===== src/design/swmmm_pkg.sv =====
// shared types and constants for the stack with min, max and mean
package swmmm_pkg;

  localparam logic [1:0] CMD_PUSH  = 2'd0;
  localparam logic [1:0] CMD_POP   = 2'd1;
  localparam logic [1:0] CMD_STATS = 2'd2;

  localparam logic [1:0] STAT_OK    = 2'd0;
  localparam logic [1:0] STAT_FULL  = 2'd1;
  localparam logic [1:0] STAT_EMPTY = 2'd2;

  localparam logic [4:0] CAP_RESET = 5'd16;

  localparam logic signed [31:0] POP_EMPTY_VALUE = -32'sd1;
  localparam int MEAN_FRAC_BITS = 8;

  typedef struct packed {
    logic [1:0]         command;
    logic signed [31:0] value;
  } swmmm_in_t;

  typedef struct packed {
    logic [1:0]         status;
    logic signed [31:0] popped_value;
    logic signed [31:0] max_value;
    logic signed [31:0] min_value;
    logic signed [39:0] mean_q8;
  } swmmm_out_t;

endpackage


===== src/design/swmmm_ram.sv =====
// generic single write port, single read port ram with registered read
module swmmm_ram #(
  parameter int WIDTH = 32,
  parameter int DEPTH = 16,
  parameter int AW    = 4
) (
  input  logic             clk,
  input  logic             we,
  input  logic [AW-1:0]    waddr,
  input  logic [WIDTH-1:0] wdata,
  input  logic [AW-1:0]    raddr,
  output logic [WIDTH-1:0] rdata
);

  logic [WIDTH-1:0] mem [DEPTH];

  always_ff @(posedge clk) begin
    if (we) begin
      mem[waddr] <= wdata;
    end
    rdata <= mem[raddr];
  end

endmodule


===== src/design/swmmm_accum.sv =====
// running max, min and sum over the words of a statistics walk
module swmmm_accum #(
  parameter int SW = 37
) (
  input  logic                 clk,
  input  logic                 clear,
  input  logic                 en,
  input  logic signed [31:0]   data,
  output logic signed [31:0]   max_value,
  output logic signed [31:0]   min_value,
  output logic signed [SW-1:0] sum
);

  always_ff @(posedge clk) begin
    if (clear) begin
      max_value <= 32'sh8000_0000;
      min_value <= 32'sh7fff_ffff;
      sum       <= '0;
    end else if (en) begin
      if (data > max_value) begin
        max_value <= data;
      end
      if (data < min_value) begin
        min_value <= data;
      end
      sum <= sum + SW'(data);
    end
  end

endmodule


===== src/design/swmmm_div.sv =====
// restoring unsigned divider, one quotient bit per cycle
module swmmm_div #(
  parameter int NW = 44,
  parameter int DW = 5
) (
  input  logic          clk,
  input  logic          rst,
  input  logic          start,
  input  logic [NW-1:0] dividend,
  input  logic [DW-1:0] divisor,
  output logic          done,
  output logic [NW-1:0] quotient
);

  localparam int KW = $clog2(NW + 1);

  logic          busy;
  logic [KW-1:0] steps;
  logic [DW-1:0] rem;
  logic [DW-1:0] dvs;
  logic [DW:0]   rem_sh;
  logic [DW:0]   diff;
  logic          ge;

  assign rem_sh = {rem, quotient[NW-1]};
  assign diff   = rem_sh - {1'b0, dvs};
  assign ge     = rem_sh >= {1'b0, dvs};

  always_ff @(posedge clk) begin
    if (rst) begin
      busy  <= 1'b0;
      done  <= 1'b0;
      steps <= '0;
    end else begin
      done <= 1'b0;
      if (start) begin
        busy  <= 1'b1;
        steps <= KW'(NW);
      end else if (busy) begin
        steps <= steps - 1'b1;
        if (steps == KW'(1)) begin
          busy <= 1'b0;
          done <= 1'b1;
        end
      end
    end
  end

  always_ff @(posedge clk) begin
    if (start) begin
      rem      <= '0;
      dvs      <= divisor;
      quotient <= dividend;
    end else if (busy) begin
      rem      <= ge ? diff[DW-1:0] : rem_sh[DW-1:0];
      quotient <= {quotient[NW-2:0], ge};
    end
  end

endmodule


===== src/design/stack_with_min_max_mean.sv =====
// top level of the bounded lifo stack with max, min and mean statistics
// A bounded lifo of signed 32-bit words held in a ram with a registered
// read port. Each input transaction carries push, pop or statistics and
// gives exactly one output transaction. Push (and the unused command)
// answers from idle, so pushes stream at one per cycle while the output
// is taken; pop adds ST_POP because the top word comes through the
// registered ram read. Statistics on a non-empty stack walks the stored
// words one per cycle through the ram port into a running max/min/sum
// unit, then a restoring divider forms sum*256/count one quotient bit per
// cycle; no new transaction is taken until its result is output. The
// capacity register (reset 16, clamped to DEPTH, zero means always full)
// is written through cfg_we/cfg_wdata; the user must write it only while
// the block is idle, which the block does not enforce. The ram needs no
// clearing after reset: only words below the count are read.
module stack_with_min_max_mean #(
  parameter int DEPTH = 16
) (
  input  logic                  clk,
  input  logic                  rst,
  input  logic                  in_valid,
  output logic                  in_ready,
  input  swmmm_pkg::swmmm_in_t  in_data,
  output logic                  out_valid,
  input  logic                  out_ready,
  output swmmm_pkg::swmmm_out_t out_data,
  input  logic                  cfg_we,
  input  logic [4:0]            cfg_wdata
);

  import swmmm_pkg::*;

  localparam int CW = $clog2(DEPTH + 1);          // count width, holds DEPTH
  localparam int AW = (DEPTH > 1) ? $clog2(DEPTH) : 1;
  localparam int LW = (CW > 5) ? CW : 5;          // compare width for limit
  localparam int SW = 32 + CW;                    // sum cannot overflow
  localparam int NW = SW - 1 + MEAN_FRAC_BITS;    // |sum| << 8

  // sequencer states
  localparam logic [2:0] ST_IDLE   = 3'd0;
  localparam logic [2:0] ST_POP    = 3'd1;
  localparam logic [2:0] ST_WALK   = 3'd2;
  localparam logic [2:0] ST_SETTLE = 3'd3;
  localparam logic [2:0] ST_DIVGO  = 3'd4;
  localparam logic [2:0] ST_DIV    = 3'd5;

  logic [2:0]    state;
  logic [CW-1:0] count;
  logic [4:0]    capacity;
  logic [AW-1:0] idx;
  logic          acc_en;

  logic          accept;
  logic          out_take;
  logic          full;
  logic [LW-1:0] limit;
  logic [CW-1:0] count_m1;

  logic          ram_we;
  logic [AW-1:0] ram_raddr;
  logic [31:0]   ram_rdata;

  logic                 acc_clear;
  logic signed [31:0]   acc_max;
  logic signed [31:0]   acc_min;
  logic signed [SW-1:0] acc_sum;
  logic [SW-1:0]        sum_abs;
  logic                 sum_neg;

  logic          div_start;
  logic          div_done;
  logic [NW-1:0] div_q;
  logic [39:0]   q_low;

  // handshake: take a transaction only when idle and the output slot frees
  assign out_take = out_valid && out_ready;
  assign in_ready = (state == ST_IDLE) && (!out_valid || out_ready);
  assign accept   = in_valid && in_ready;

  // capacity clamps to DEPTH; count at or above it means full
  assign limit    = (LW'(capacity) > LW'(DEPTH)) ? LW'(DEPTH) : LW'(capacity);
  assign full     = LW'(count) >= limit;
  assign count_m1 = count - 1'b1;

  // push writes at the current count; pop reads one below it
  assign ram_we    = accept && (in_data.command == CMD_PUSH) && !full;
  assign ram_raddr = (state == ST_WALK) ? idx : count_m1[AW-1:0];

  swmmm_ram #(
    .WIDTH (32),
    .DEPTH (DEPTH),
    .AW    (AW)
  ) u_ram (
    .clk   (clk),
    .we    (ram_we),
    .waddr (count[AW-1:0]),
    .wdata (in_data.value),
    .raddr (ram_raddr),
    .rdata (ram_rdata)
  );

  assign acc_clear = accept && (in_data.command == CMD_STATS);

  swmmm_accum #(
    .SW (SW)
  ) u_accum (
    .clk       (clk),
    .clear     (acc_clear),
    .en        (acc_en),
    .data      (ram_rdata),
    .max_value (acc_max),
    .min_value (acc_min),
    .sum       (acc_sum)
  );

  // divide the magnitude, put the sign back after: truncation toward zero
  assign sum_neg   = acc_sum[SW-1];
  assign sum_abs   = sum_neg ? (SW'(0) - acc_sum) : acc_sum;
  assign div_start = (state == ST_DIVGO);

  swmmm_div #(
    .NW (NW),
    .DW (CW)
  ) u_div (
    .clk      (clk),
    .rst      (rst),
    .start    (div_start),
    .dividend ({sum_abs[SW-2:0], {MEAN_FRAC_BITS{1'b0}}}),
    .divisor  (count),
    .done     (div_done),
    .quotient (div_q)
  );

  assign q_low = div_q[39:0];

  // control: state, count, capacity, walk index, output valid
  always_ff @(posedge clk) begin
    if (rst) begin
      state     <= ST_IDLE;
      count     <= '0;
      capacity  <= CAP_RESET;
      idx       <= '0;
      acc_en    <= 1'b0;
      out_valid <= 1'b0;
    end else begin
      if (cfg_we) begin
        capacity <= cfg_wdata;
      end
      if (out_take) begin
        out_valid <= 1'b0;
      end
      acc_en <= 1'b0;
      unique case (state)
        ST_IDLE: begin
          if (accept) begin
            unique case (in_data.command)
              CMD_PUSH: begin
                if (!full) begin
                  count <= count + 1'b1;
                end
                out_valid <= 1'b1;
              end
              CMD_POP: begin
                if (count == '0) begin
                  out_valid <= 1'b1;
                end else begin
                  count <= count_m1;
                  state <= ST_POP;
                end
              end
              CMD_STATS: begin
                if (count == '0) begin
                  out_valid <= 1'b1;
                end else begin
                  idx   <= '0;
                  state <= ST_WALK;
                end
              end
              default: begin
                out_valid <= 1'b1;
              end
            endcase
          end
        end
        ST_POP: begin
          out_valid <= 1'b1;
          state     <= ST_IDLE;
        end
        ST_WALK: begin
          // one ram read per cycle, summed in the following cycle
          acc_en <= 1'b1;
          idx    <= idx + 1'b1;
          if (CW'(idx) == count_m1) begin
            state <= ST_SETTLE;
          end
        end
        ST_SETTLE: begin
          state <= ST_DIVGO;
        end
        ST_DIVGO: begin
          state <= ST_DIV;
        end
        ST_DIV: begin
          if (div_done) begin
            out_valid <= 1'b1;
            state     <= ST_IDLE;
          end
        end
        default: begin
          state <= ST_IDLE;
        end
      endcase
    end
  end

  // output payload register
  always_ff @(posedge clk) begin
    if (accept) begin
      out_data <= '0;
      unique case (in_data.command)
        CMD_PUSH: begin
          out_data.status <= full ? STAT_FULL : STAT_OK;
        end
        CMD_POP: begin
          if (count == '0) begin
            out_data.status       <= STAT_EMPTY;
            out_data.popped_value <= POP_EMPTY_VALUE;
          end
        end
        CMD_STATS: begin
          if (count == '0) begin
            out_data.status <= STAT_EMPTY;
          end
        end
        default: begin
          out_data.status <= STAT_OK;
        end
      endcase
    end else if (state == ST_POP) begin
      out_data.popped_value <= ram_rdata;
    end else if ((state == ST_DIV) && div_done) begin
      out_data.max_value <= acc_max;
      out_data.min_value <= acc_min;
      out_data.mean_q8   <= sum_neg ? (40'sd0 - q_low) : q_low;
    end
  end

endmodule

===== config.mk =====
export PLATFORM = sky130hd
export DESIGN_NAME = stack_with_min_max_mean
export DESIGN_NICKNAME = d
export VERILOG_FILES = /design/src/design/swmmm_pkg.sv /design/src/design/swmmm_ram.sv /design/src/design/swmmm_accum.sv /design/src/design/swmmm_div.sv /design/src/design/stack_with_min_max_mean.sv
export SDC_FILE = /design/constraint.sdc
export NUM_CORES = 1
export LEC_CHECK = 0
export ABC_AREA = 1
export BUFFER_PORTS_ARGS = -buffer_cell sky130_fd_sc_hd__clkbuf_2
export CORE_MARGIN = 3
export CORE_UTILIZATION = 45
export DETAILED_ROUTE_END_ITERATION = 8
export GPL_TIMING_DRIVEN = 0
export PLACE_DENSITY_LB_ADDON = 0.15
export SYNTH_ARGS = -nofsm -noshare
export SYNTH_HDL_FRONTEND = slang
export SYNTH_HIERARCHICAL = 1
export SYNTH_SLANG_ARGS = --single-unit

===== constraint.sdc =====
create_clock -name clk -period 3.3 [get_ports clk]
set_input_delay 0.66 -clock clk [delete_from_list [all_inputs] [get_ports clk]]
set_output_delay 0.66 -clock clk [all_outputs]
set_load 0.01 [all_outputs]

[Word level (Yosys, flattened, before mapping)]
Memories as Yosys holds them, arrays and structs flattened. A register that Yosys moved wholly into a read port is not among the register bits.
Index checks and enable logic that the tools add are counted.
Operators by class
  div/mod/pow operators: 0
  reductions and logical operators: 26
  multipliers: 0
  shifts and indexed selects: 0
  magnitude comparators: 5
  bitwise logic cells: 2
  equal/unequal tests: 19
  add/subtract/negate cells: 8
  multiplexer cells: 45
Operator list (count)
  $mux W104: 2
  $mux W136: 1
  $mux W44: 2
  $mux W32: 2
  $mux W40: 1
  $sub A1 B40 Y40 const A: 1
  $add A37 B32 Y37: 1
  $mux W36: 1
  $sub A1 B36 Y36 const A: 1
  $mux W34: 1
  $gt A32 B32 Y1: 1
  $lt A32 B32 Y1: 1
  $mux W5: 4
  $mux W4: 4
  $mux W3: 5
  $pmux W3 S5: 1
  $mux W1: 13
  $mux W6: 2
  $pmux W5 S2: 1
  $ne A2 B2 Y1 const B: 4
  $pmux W4 S2: 1
  $reduce_bool A2 Y1: 4
  $logic_and A1 B1 Y1: 7
  $eq A3 B2 Y1 const B: 2
  33 further kinds: 42
Word-level totals
  output and inout port bits: 140
  logic and storage cells: 128
  input bits: 44
  RAM bits: 512
  bits in read-only memories: 0
  bits in latches: 0
  flip-flop bits (word level): 320
  memories kept: 1
Memories
  u_ram.mem: depth 16, bits a word 32, rd ports 1, clocked after Yosys merged registers in 1, wr ports 1, RTL line swmmm_ram.sv:15  | logic [WIDTH-1:0] mem [DEPTH];

[Depth between registers and ports, before layout]
Gate-level depths: netlist of the first run.
  depth in word-level cells: 8
  mapped depth: 17

[Modules after synthesis]
Netlist of the first run, hierarchy kept.
By module, submodules not included
  swmmm_ram: times used 1, area each 22738.1 µm², cells an instance 2120
  stack_with_min_max_mean: times used 1, area each 8690.8 µm², cells an instance 1224
  swmmm_accum: times used 1, area each 7871.3 µm², cells an instance 1237
  swmmm_div: times used 1, area each 2869.0 µm², cells an instance 315

[Worst setup path after synthesis of the first run]
No wires, ideal clock.
  kind: register -> register
  start: register capacity[2]
  end: memory u_ram.mem[12][0], enable pin
  slack: -0.264 ns
  library setup time: 0.421 ns
  path buffers: 0
  stages on the path, launching flop included: 11
  period minus slack after synthesis: 3.564 ns
  data required time: 2.879 ns
  data arrival time: 3.142 ns
  cells stage by stage: dfxtp_1 -> o41ai_1 -> nand2_1 -> ha_1 -> nand2_1 -> inv_1 -> nand4_1 -> o2111ai_1 -> nor2_1 -> nand3_1 -> nor2_1
On the way
  word-level cells in the longest chain between the ends: 7
RTL lines
  start, declared: RTL line stack_with_min_max_mean.sv:48  | logic [4:0] capacity;
  start signal, assigned: RTL line stack_with_min_max_mean.sv:146  | capacity <= cfg_wdata;
  $gt A5 B5 Y1: RTL line stack_with_min_max_mean.sv:80  | assign limit = (LW'(capacity) > LW'(DEPTH)) ? LW'(DEPTH) : LW'(capacity);
  $mux W5 (*): RTL line stack_with_min_max_mean.sv:80
  $ge A5 B5 Y1 (*): RTL line stack_with_min_max_mean.sv:81  | assign full = LW'(count) >= limit;
  $logic_not A1 Y1 (*)
  $logic_and A1 B1 Y1 (*): RTL line stack_with_min_max_mean.sv:85  | assign ram_we = accept && (in_data.command == CMD_PUSH) && !full;
  net ram_we: RTL line stack_with_min_max_mean.sv:58  | logic ram_we;
  $mux W1 (*): RTL line swmmm_ram.sv:18  | if (we) begin
  $mux W1 (not written as such) (*): RTL line swmmm_ram.sv:19  | mem[waddr] <= wdata;
  end, declared: RTL line swmmm_ram.sv:15
Mark *: on every way through the listed nets, which the timed path passes. The rest lies on a longest branch.

[Worst setup path in the final report of the first run]
  start: register count[0]
  end: register u_ram.rdata[11], read port of u_ram.mem
On the way
  word-level cells in the longest chain between the ends: 2
RTL lines
  start, declared: RTL line stack_with_min_max_mean.sv:47  | logic [CW-1:0] count;
  start signal, assigned: RTL line stack_with_min_max_mean.sv:158  | count <= count + 1'b1;
  start signal, assigned: RTL line stack_with_min_max_mean.sv:166  | count <= count_m1;
  $sub A5 B1 Y5: RTL line stack_with_min_max_mean.sv:82  | assign count_m1 = count - 1'b1;
  $mux W4: RTL line stack_with_min_max_mean.sv:86  | assign ram_raddr = (state == ST_WALK) ? idx : count_m1[AW-1:0];
  net ram_raddr[1]: RTL line stack_with_min_max_mean.sv:59  | logic [AW-1:0] ram_raddr;
  end, declared: RTL line swmmm_ram.sv:12  | output logic [WIDTH-1:0] rdata
The timed path passes the listed nets, and every way through them passes these cells.
A chain may end at the register's enable or synchronous reset.

==> metrics.md, run 1 <==
| Metric | Value |
|---|---|
| Status | `completed` |
| Routed Antenna Nets | `0` |
| Cell taking the most area after synthesis | `edfxtp_1` |
| Post-synthesis cell count | `4,896` |
| Top_reg_cell synth | `edfxtp_1` |
| Crit path capture type | `flip-flop` |
| Max-cap viol count | `0` |
| Critical Path RT | `3.87 ns` |
| PortBufs | `183` |
| Remaining DRCs | `0` |
| Cell area after synthesis | `approximately 42,000 um^2` |
| DRT Wirelength | `129,600 um` |
| Largest cells by area after synthesis | `edfxtp_1 (42%), nand2_1 (13%), dfxtp_1 (13%), nand3_1 (6.4%), inv_1 (6.2%)` |
| Post-detail-place hpwl | `just over 90,000 um` |
| Crit-path max cell delay | `~0.55 ns` |
| Hold Vio Cnt, Final | `0` |
| Critical Path AT | `between 3 and 4 ns` |
| Seq/Total Area, Yosys | `a little under three fifths` |
| Global-route wire length before repair | `approximately 190,000 um` |
| 1st-iter DRT viols | `about 2,800` |
| Cell Chain, Critical Path | `inv_1 > ha_1 > o21ai_1 > clkbuf_4 > buf_2 > nand2_1 > nand3_1 > nand3_1 > nand2_1` |
| TritonCTS clock tree | `done` |
| Total Nets Final | `~5,400` |
| CTS sink count | `~860` |
| EDFF count, synth | `slightly below 600` |
| Leakage power | `around 22 nW` |
| Final setup margin | `approximately 0.14 ns` |
| Crit path launch type | `flip-flop` |
| Largest net degree at the start of global routing | `45` |
| Worst-skew pair later-pin latency | `0.68 ns` |
| Area delta synth->final | `15.29%` |
| Avg Inst Size Synth | `around 8.6 um^2` |
| Setup Slack @ Placement | `-0.6897 ns` |
| Max Fclk | `approximately 320 MHz` |
| Final Skew | `~0.022 ns` |
| Period utilisation layout | `between 90% and 100%` |
| Vias | `33,410` |
| Global placement routability congestion | `0.9468` |
| Peak supply drop | `a little under 0.5 mV` |
| Die height | `between 300 and 400 um` |
| Vias in the first global route | `31,570` |
| Row count | `between 100 and 150` |
| FILL cells | `approximately 8,600` |
| Register bit total from synthesis | `around 860` |
| Die Wd | `312.1 um` |
| Most common cell after layout, fill and taps aside | `nand2_1` |
| Routed WL per cell | `about 20 um` |
| Asr flop ratio synth | `0%` |
| Grt peak-use layer | `met2` |
| Worst-margin pin slew | `slightly below 1 ns` |
| Sum Neg Setup Slack | `0 ns` |
| Commonest non-fill, non-tap cells in the layout | `nand2_1 (1,450), inv_1 (696), edfxtp_1 (595)` |
| Share of layout cells above drive strength 1 | `between 10% and 20%` |
| Final slew viol count | `0` |
| Share of the synthesized area in the top cell type | `~42%` |
| Post-synthesis cell type count | `63` |
| Vias per cell | `a little over 5` |
| I/O Pins | `roughly 180` |
| GR Layer Usage met1 | `about a third` |
| GRT Overall Usage | `about a quarter` |
| Setup violations, final | `0` |
| Rel. slew slack | `about 36%` |
| CP Max Fanout | `10` |
| Placed cell areas | `roughly 45,000 um^2` |
| Met2 usage | `between 40% and 50%` |
| Worst Hold Class | `in -> reg` |
| Final Critical Period | `3.158 ns` |
| Die Area | `97,420 um^2` |
| Root buf cell | `clkbuf_16` |
| RSZ-0062 raised after global routing | `true` |
| TritonRoute pass-1 iters | `6` |
| Clk buf depth | `3` |
| Initial Util | `between 40% and 50%` |
| WS Path Type | `reg -> reg` |
| Grt total ovfl | `0` |
| Yosys warns | `6` |
| Met3 usage | `around 3.8%` |
| Total CTS buffers | `slightly above 90` |
| Layout Utilization | `a little over half` |
| Core area | `92,360 um^2` |
| Initial antenna violation count | `9` |
| Final instance area | `roughly 50,000 um^2` |
| Worst-path clk slew | `about 0.060 ns` |
| CTS H-Tree Depth | `3` |
| Slowest cell on the critical path | `dfxtp_1` |
| Cts hold-fix bufs | `0` |
| Pwr per Cell Area | `about 840 nW/um^2` |
==> flip-flops by register name (all words and copies together) (netlist names), 6 cells and up <==
signal and cells:
u_ram/rdata 32, out_data 138, u_ram/mem 512, u_div/steps 6
u_accum/min_value 32, u_accum/sum 37, u_div/quotient 44, u_accum/max_value 32
==> cells by family after synthesis <==
kind of cell,Yosys count,synth area share [%]
buf+inv,924,9.349
xor+xnor,70,1.454
flops,864,55.14
simple gates,2525,25.39
fa+ha+maj,122,3.655
compound gates,390,5.006
other cells,1,0.008893
==> area by class of cell <==
type | count | area (um^2) | share of cell area [%]
Buffer | 212 | 1286 | 2.646
Multi-Input combinational cell | 3116 | 15160 | 31.18
Inverter | 712 | 2676 | 5.505
Clock buffer | 120 | 2594 | 5.335
Timing Repair Buffer | 222 | 1617 | 3.325
Tap cell | 1243 | 1555 | 3.199
Antenna cell | 3 | 7.507 | 0.01544
Sequential cell | 864 | 23250 | 47.83
Clock inverter | 52 | 469.2 | 0.9651
==> metrics by stage <==
step / hold WS [ns] / cells / power (mW)
detailed placement: 0.4513 / 6346 / 30.53
finish: 0.1910 / 6544 / 41.01
floorplan: 0.4272 / 4903 / 24.71
global placement: 0.4491 / 6329 / 30.37
CTS: 0.1485 / 6538 / 40.97
global route: 0.1699 / 6541 / 43.48
==> critical path, delay by kind of cell (launching register included) <==
| kind | cells | cell delay [ns] |
|---|---|---|
| buffers and inverters | 3 | 1.05 |
| AOI/OAI and AO/OA | 1 | 0.46 |
| and+or+nand+nor | 4 | 0.56 |
| adders and majority gates | 1 | 0.43 |
| DFF | 1 | 0.55 |
==> cells in the mapped netlist (3+ instances only) <==
library cell and instances:
nand2_1 1451, ha_1 120, o21bai_1 5, nand3b_1 8, nor2_4 7, dfxtp_1 269, and2_1 4, o211ai_1 4
buf_2 92, nor2_1 365, nand2_2 7, o21ai_1 11, a31oi_1 5, edfxtp_1 595, xor2_1 55, nand4_1 81
inv_1 697, o221ai_1 7, buf_6 40, o21ai_0 128, a21o_1 5, or2_1 3, nor2_2 7, nand3_1 540
inv_2 10, buf_4 10, buf_1 12, nand3_2 5, clkbuf_1 56, xnor2_1 15, clkinv_1 3, a21oi_1 204
o21ai_2 5, nor3_1 29, o21a_1 5, nand3_4 4
==> path summary, 6_finish.rpt <==
| path | startpoint | endpoint | slack, ns | depth (start not counted) |
|---|---|---|---|---|
| setup / recovery | count[0] | u_ram/rdata[11] | 0.14 | 9 |
| hold reg to reg | u_div/rem[4] | u_div/rem[4] | 0.46 | 2 |
| setup reg to reg | count[0] | u_ram/rdata[11] | 0.14 | 9 |
| hold / removal | rst | u_div/busy | 0.19 | 2 |
==> routing by layer <==
| metal | wire length, um | vias up | share of wire, % |
|---|---|---|---|
| li1 | - | 16530 | - |
| met1 | 53900 | 15560 | 42 |
| met2 | 62170 | 1060 | 48 |
| met3 | 7932 | 257 | 6.1 |
| met4 | 5557 | 2 | 4.3 |
| met5 | 13 | - | 0.010 |
==> report_power, final <==
| part | switching, mW | internal, mW | leakage, nW |
|---|---|---|---|
| Sequential | 2.05 | 12.9 | 7.58 |
| Clock | 4.41 | 5.98 | 1.51 |
| Combinational | 10.7 | 5.02 | 12.9 |
==> timing repair <==
action,4_1_cts,5_1_grt
gates cloned,1,0
setup buffers,19,3
pin swaps,14,0
setup endpoints to repair,486,598
gates resized for setup,7,26
(Power assumes the default switching activity.)
==> run 2, diff against run 1 <==
Settings changed: RECOVER_POWER set to 25.
==> run 2 against run 1 <==
  * Clock power hardly changed
  * Flip-flop and latch count stayed put
  * Total power hardly changed
  * Combinational power hardly changed
  * Routed wire length hardly changed
  * Worst hold slack better by 0.0013 ns
  * Core utilization hardly changed
  * Sequential power hardly changed
  * Final area hardly changed
  * Largest cell class unchanged
==> metrics.md, run 2 (synthesized netlist as in run 1, its figures left out) <==
| Metric | Value |
|---|---|
| Routed WL per cell | `19.80 um (about the same)` |
| Global placement routability congestion | `0.9468 (unchanged)` |
| Worst-margin pin slew | `0.9717 ns (+0.005933 ns)` |
| Sum Neg Setup Slack | `0 ns (unchanged)` |
| CP Max Fanout | `10 (unchanged)` |
| Critical Path AT | `3.73 ns (about the same)` |
| Final Skew | `0.02184 ns (-0.0005670 ns)` |
| Final instance area | `48,580 um^2 (about the same)` |
| Largest net degree at the start of global routing | `45 (unchanged)` |
| Critical Path RT | `3.87 ns (about the same)` |
| Final Critical Period | `3.156 ns (-0.002634 ns)` |
| Commonest non-fill, non-tap cells in the layout | `nand2_1 (1,450), inv_1 (696), edfxtp_1 (595)` |
| Share of layout cells above drive strength 1 | `11.02% (-0.51 points)` |
| NetSw | `17.16 mW (about the same)` |
| DRT Wirelength | `129,600 um (about the same)` |
| Core area | `92,360 um^2 (unchanged)` |
| FILL cells | `8,590 (+0.16%)` |
| Die height | `312.1 um (unchanged)` |
| TritonCTS clock tree | `done` |
| Register share of total power | `36.4% (about the same)` |
| CTS sink count | `864 (unchanged)` |
| Remaining DRCs | `0 (unchanged)` |
| Global-route wire length before repair | `192,500 um (unchanged)` |
| Worst Hold Class | `in -> reg` |
| RSZ-0062 raised after global routing | `true` |
| Die Wd | `312.1 um (unchanged)` |
| P_int | `23.87 mW (about the same)` |
| Crit-path max cell delay | `0.55 ns (about the same)` |
| Slowest cell on the critical path | `dfxtp_1` |
| Status | `completed` |
| Initial Util | `45.66% (unchanged)` |
| Max FFs per register | `512 (unchanged)` |
| Vias per cell | `5.118 (+0.25%)` |
| Clk buf depth | `3 (unchanged)` |
| Total CTS buffers | `93 (unchanged)` |
| Crit path capture type | `flip-flop` |
| Placed cell areas | `45,180 um^2 (unchanged)` |
| WP buf/inv | `3 (unchanged)` |
| Crit path launch type | `flip-flop` |
| Area delta synth->final | `15.21% (about the same)` |
| Most common cell after layout, fill and taps aside | `nand2_1` |
| Final slew viol count | `0 (unchanged)` |
| Row count | `111 (unchanged)` |
| Hold Vio Cnt, Final | `0 (unchanged)` |
| Period utilisation layout | `95.63% (about the same)` |
| TritonRoute pass-1 iters | `6 (unchanged)` |
| Rel. slew slack | `35.22% (-0.40 points)` |
| Pwr per Cell Area | `844.3 nW/um^2 (about the same)` |
| I/O Pins | `184 (unchanged)` |
| Clock power frac | `25.3% (about the same)` |
| Top Registers | `u_ram/mem: 512 flops, out_data: 138 flops, u_div/quotient: 44 flops` |
| Net Sw Frac | `41.82% (about the same)` |
| Setup violations, final | `0 (unchanged)` |
| Die Area | `97,420 um^2 (unchanged)` |
| Worst-path clk slew | `0.06 ns (about the same)` |
| Max Fclk | `316.9 MHz (about the same)` |
| GRT Overall Usage | `26.14% (unchanged)` |
| Routed Antenna Nets | `0 (unchanged)` |
| Max-cap viol count | `0 (unchanged)` |
| Leakage power | `21.87 nW (-0.37%)` |
| Cell Chain, Critical Path | `inv_1 > ha_1 > o21ai_1 > clkbuf_4 > buf_2 > nand2_1 > nand3_1 > nand3_1 > nand2_1` |
| CP top delay family | `buffers and inverters` |
| Cts hold-fix bufs | `0 (unchanged)` |
| 1st-iter DRT viols | `2,779 (+0.11%)` |
| Peak supply drop | `0.4872 mV (-0.79%)` |
| PortBufs | `183 (unchanged)` |
| Grt total ovfl | `0 (unchanged)` |
| Post-detail-place hpwl | `92,310 um (unchanged)` |
| WS Path Type | `reg -> reg` |
| Biggest register | `u_ram/mem` |
| Initial antenna violation count | `9 (unchanged)` |
| Worst-skew pair later-pin latency | `0.68 ns (about the same)` |
| CTS H-Tree Depth | `3 (unchanged)` |
| Total Nets Final | `5,387 (unchanged)` |
| Vias in the first global route | `31,570 (unchanged)` |
| Vias | `33,490 (+0.25%)` |
| Root buf cell | `clkbuf_16` |
| Combinational Power Share | `38.3% (about the same)` |
-- run 2: cell counts in the layout (fill, tap and decap cells not counted) --
No cell type changed its count.
-- run 2: final timing paths --
kind / depth (start not counted) / startpoint / to / slack (ns)
setup / recovery: 9 / count[0] / u_ram/rdata[11] / 0.14
hold / removal: 2 / rst / u_div/busy / 0.19
setup reg to reg: 9 / count[0] / u_ram/rdata[11] / 0.14
hold reg to reg: 2 / u_div/rem[4] / u_div/rem[4] / 0.46
-- run 2: what timing repair did --
action	in CTS	in global routing
gates cloned	1	0
setup endpoints to repair	486	598
pin swaps	14	0
gates resized for setup	7	26
endpoints found under the hold margin	0	0
setup buffers	19	3
-- run 2: final cells by class --
type,instances,area (um^2),share of cell area (%)
diodes,3,7.507,0.01545
plain buffers,212,1286,2.647
clock buffers,120,2594,5.339
clock inverters,52,469.2,0.9657
inverters,712,2676,5.509
multi-input cells,3116,15160,31.21
flip-flops and latches,864,23250,47.86
well taps,1243,1555,3.201
repair buffers,222,1583,3.258
-- run 2: per-stage QoR --
stage | worst slack, ns | cells | hold slack [ns] | total power [mW] | util, %
after global placement | -2.611 | 6329 | 0.4491 | 30.37 | 48.37
final | 0.1443 | 6544 | 0.1923 | 41.02 | 52.60
after detailed placement | -0.6897 | 6346 | 0.4513 | 30.53 | 48.92
after floorplan | -0.2635 | 4903 | 0.4272 | 24.71 | -
after CTS | 0.009585 | 6538 | 0.1485 | 40.97 | 52.56
after global routing | -0.02086 | 6541 | 0.1699 | 43.48 | 52.60
-- run 2: layer usage --
metal / wire length, um / part of all wire (%) / GRT usage, % / vias up
li1: - / - / - / 16540
met1: 53860 / 42 / 33.55 / 15600
met2: 62010 / 48 / 44.46 / 1089
met3: 8065 / 6.2 / 3.780 / 260
met4: 5626 / 4.3 / 10.61 / 2
met5: 13 / 0.010 / 0 / -
-- run 2: power groups by stage --
stage,registers (mW),logic [mW],clock network [mW]
4_1_cts,14.9,15.5,10.6
6_report,14.9,15.7,10.4
2_1_floorplan,14.1,10.6,0
5_1_grt,15.0,17.5,11.0
3_3_place_gp,15.1,15.2,0
3_5_place_dp,15.1,15.4,0
-- run 2: worst register-to-register path: cells and delay by family (launching register included) --
| kind | cells | cell delay (ns) |
|---|---|---|
| flip-flops | 1 | 0.55 |
| AND/OR/NAND/NOR | 4 | 0.56 |
| buffers and inverters | 3 | 1.07 |
| AO/OA/AOI/OAI | 1 | 0.47 |
| adder cells (fa/ha/maj) | 1 | 0.43 |
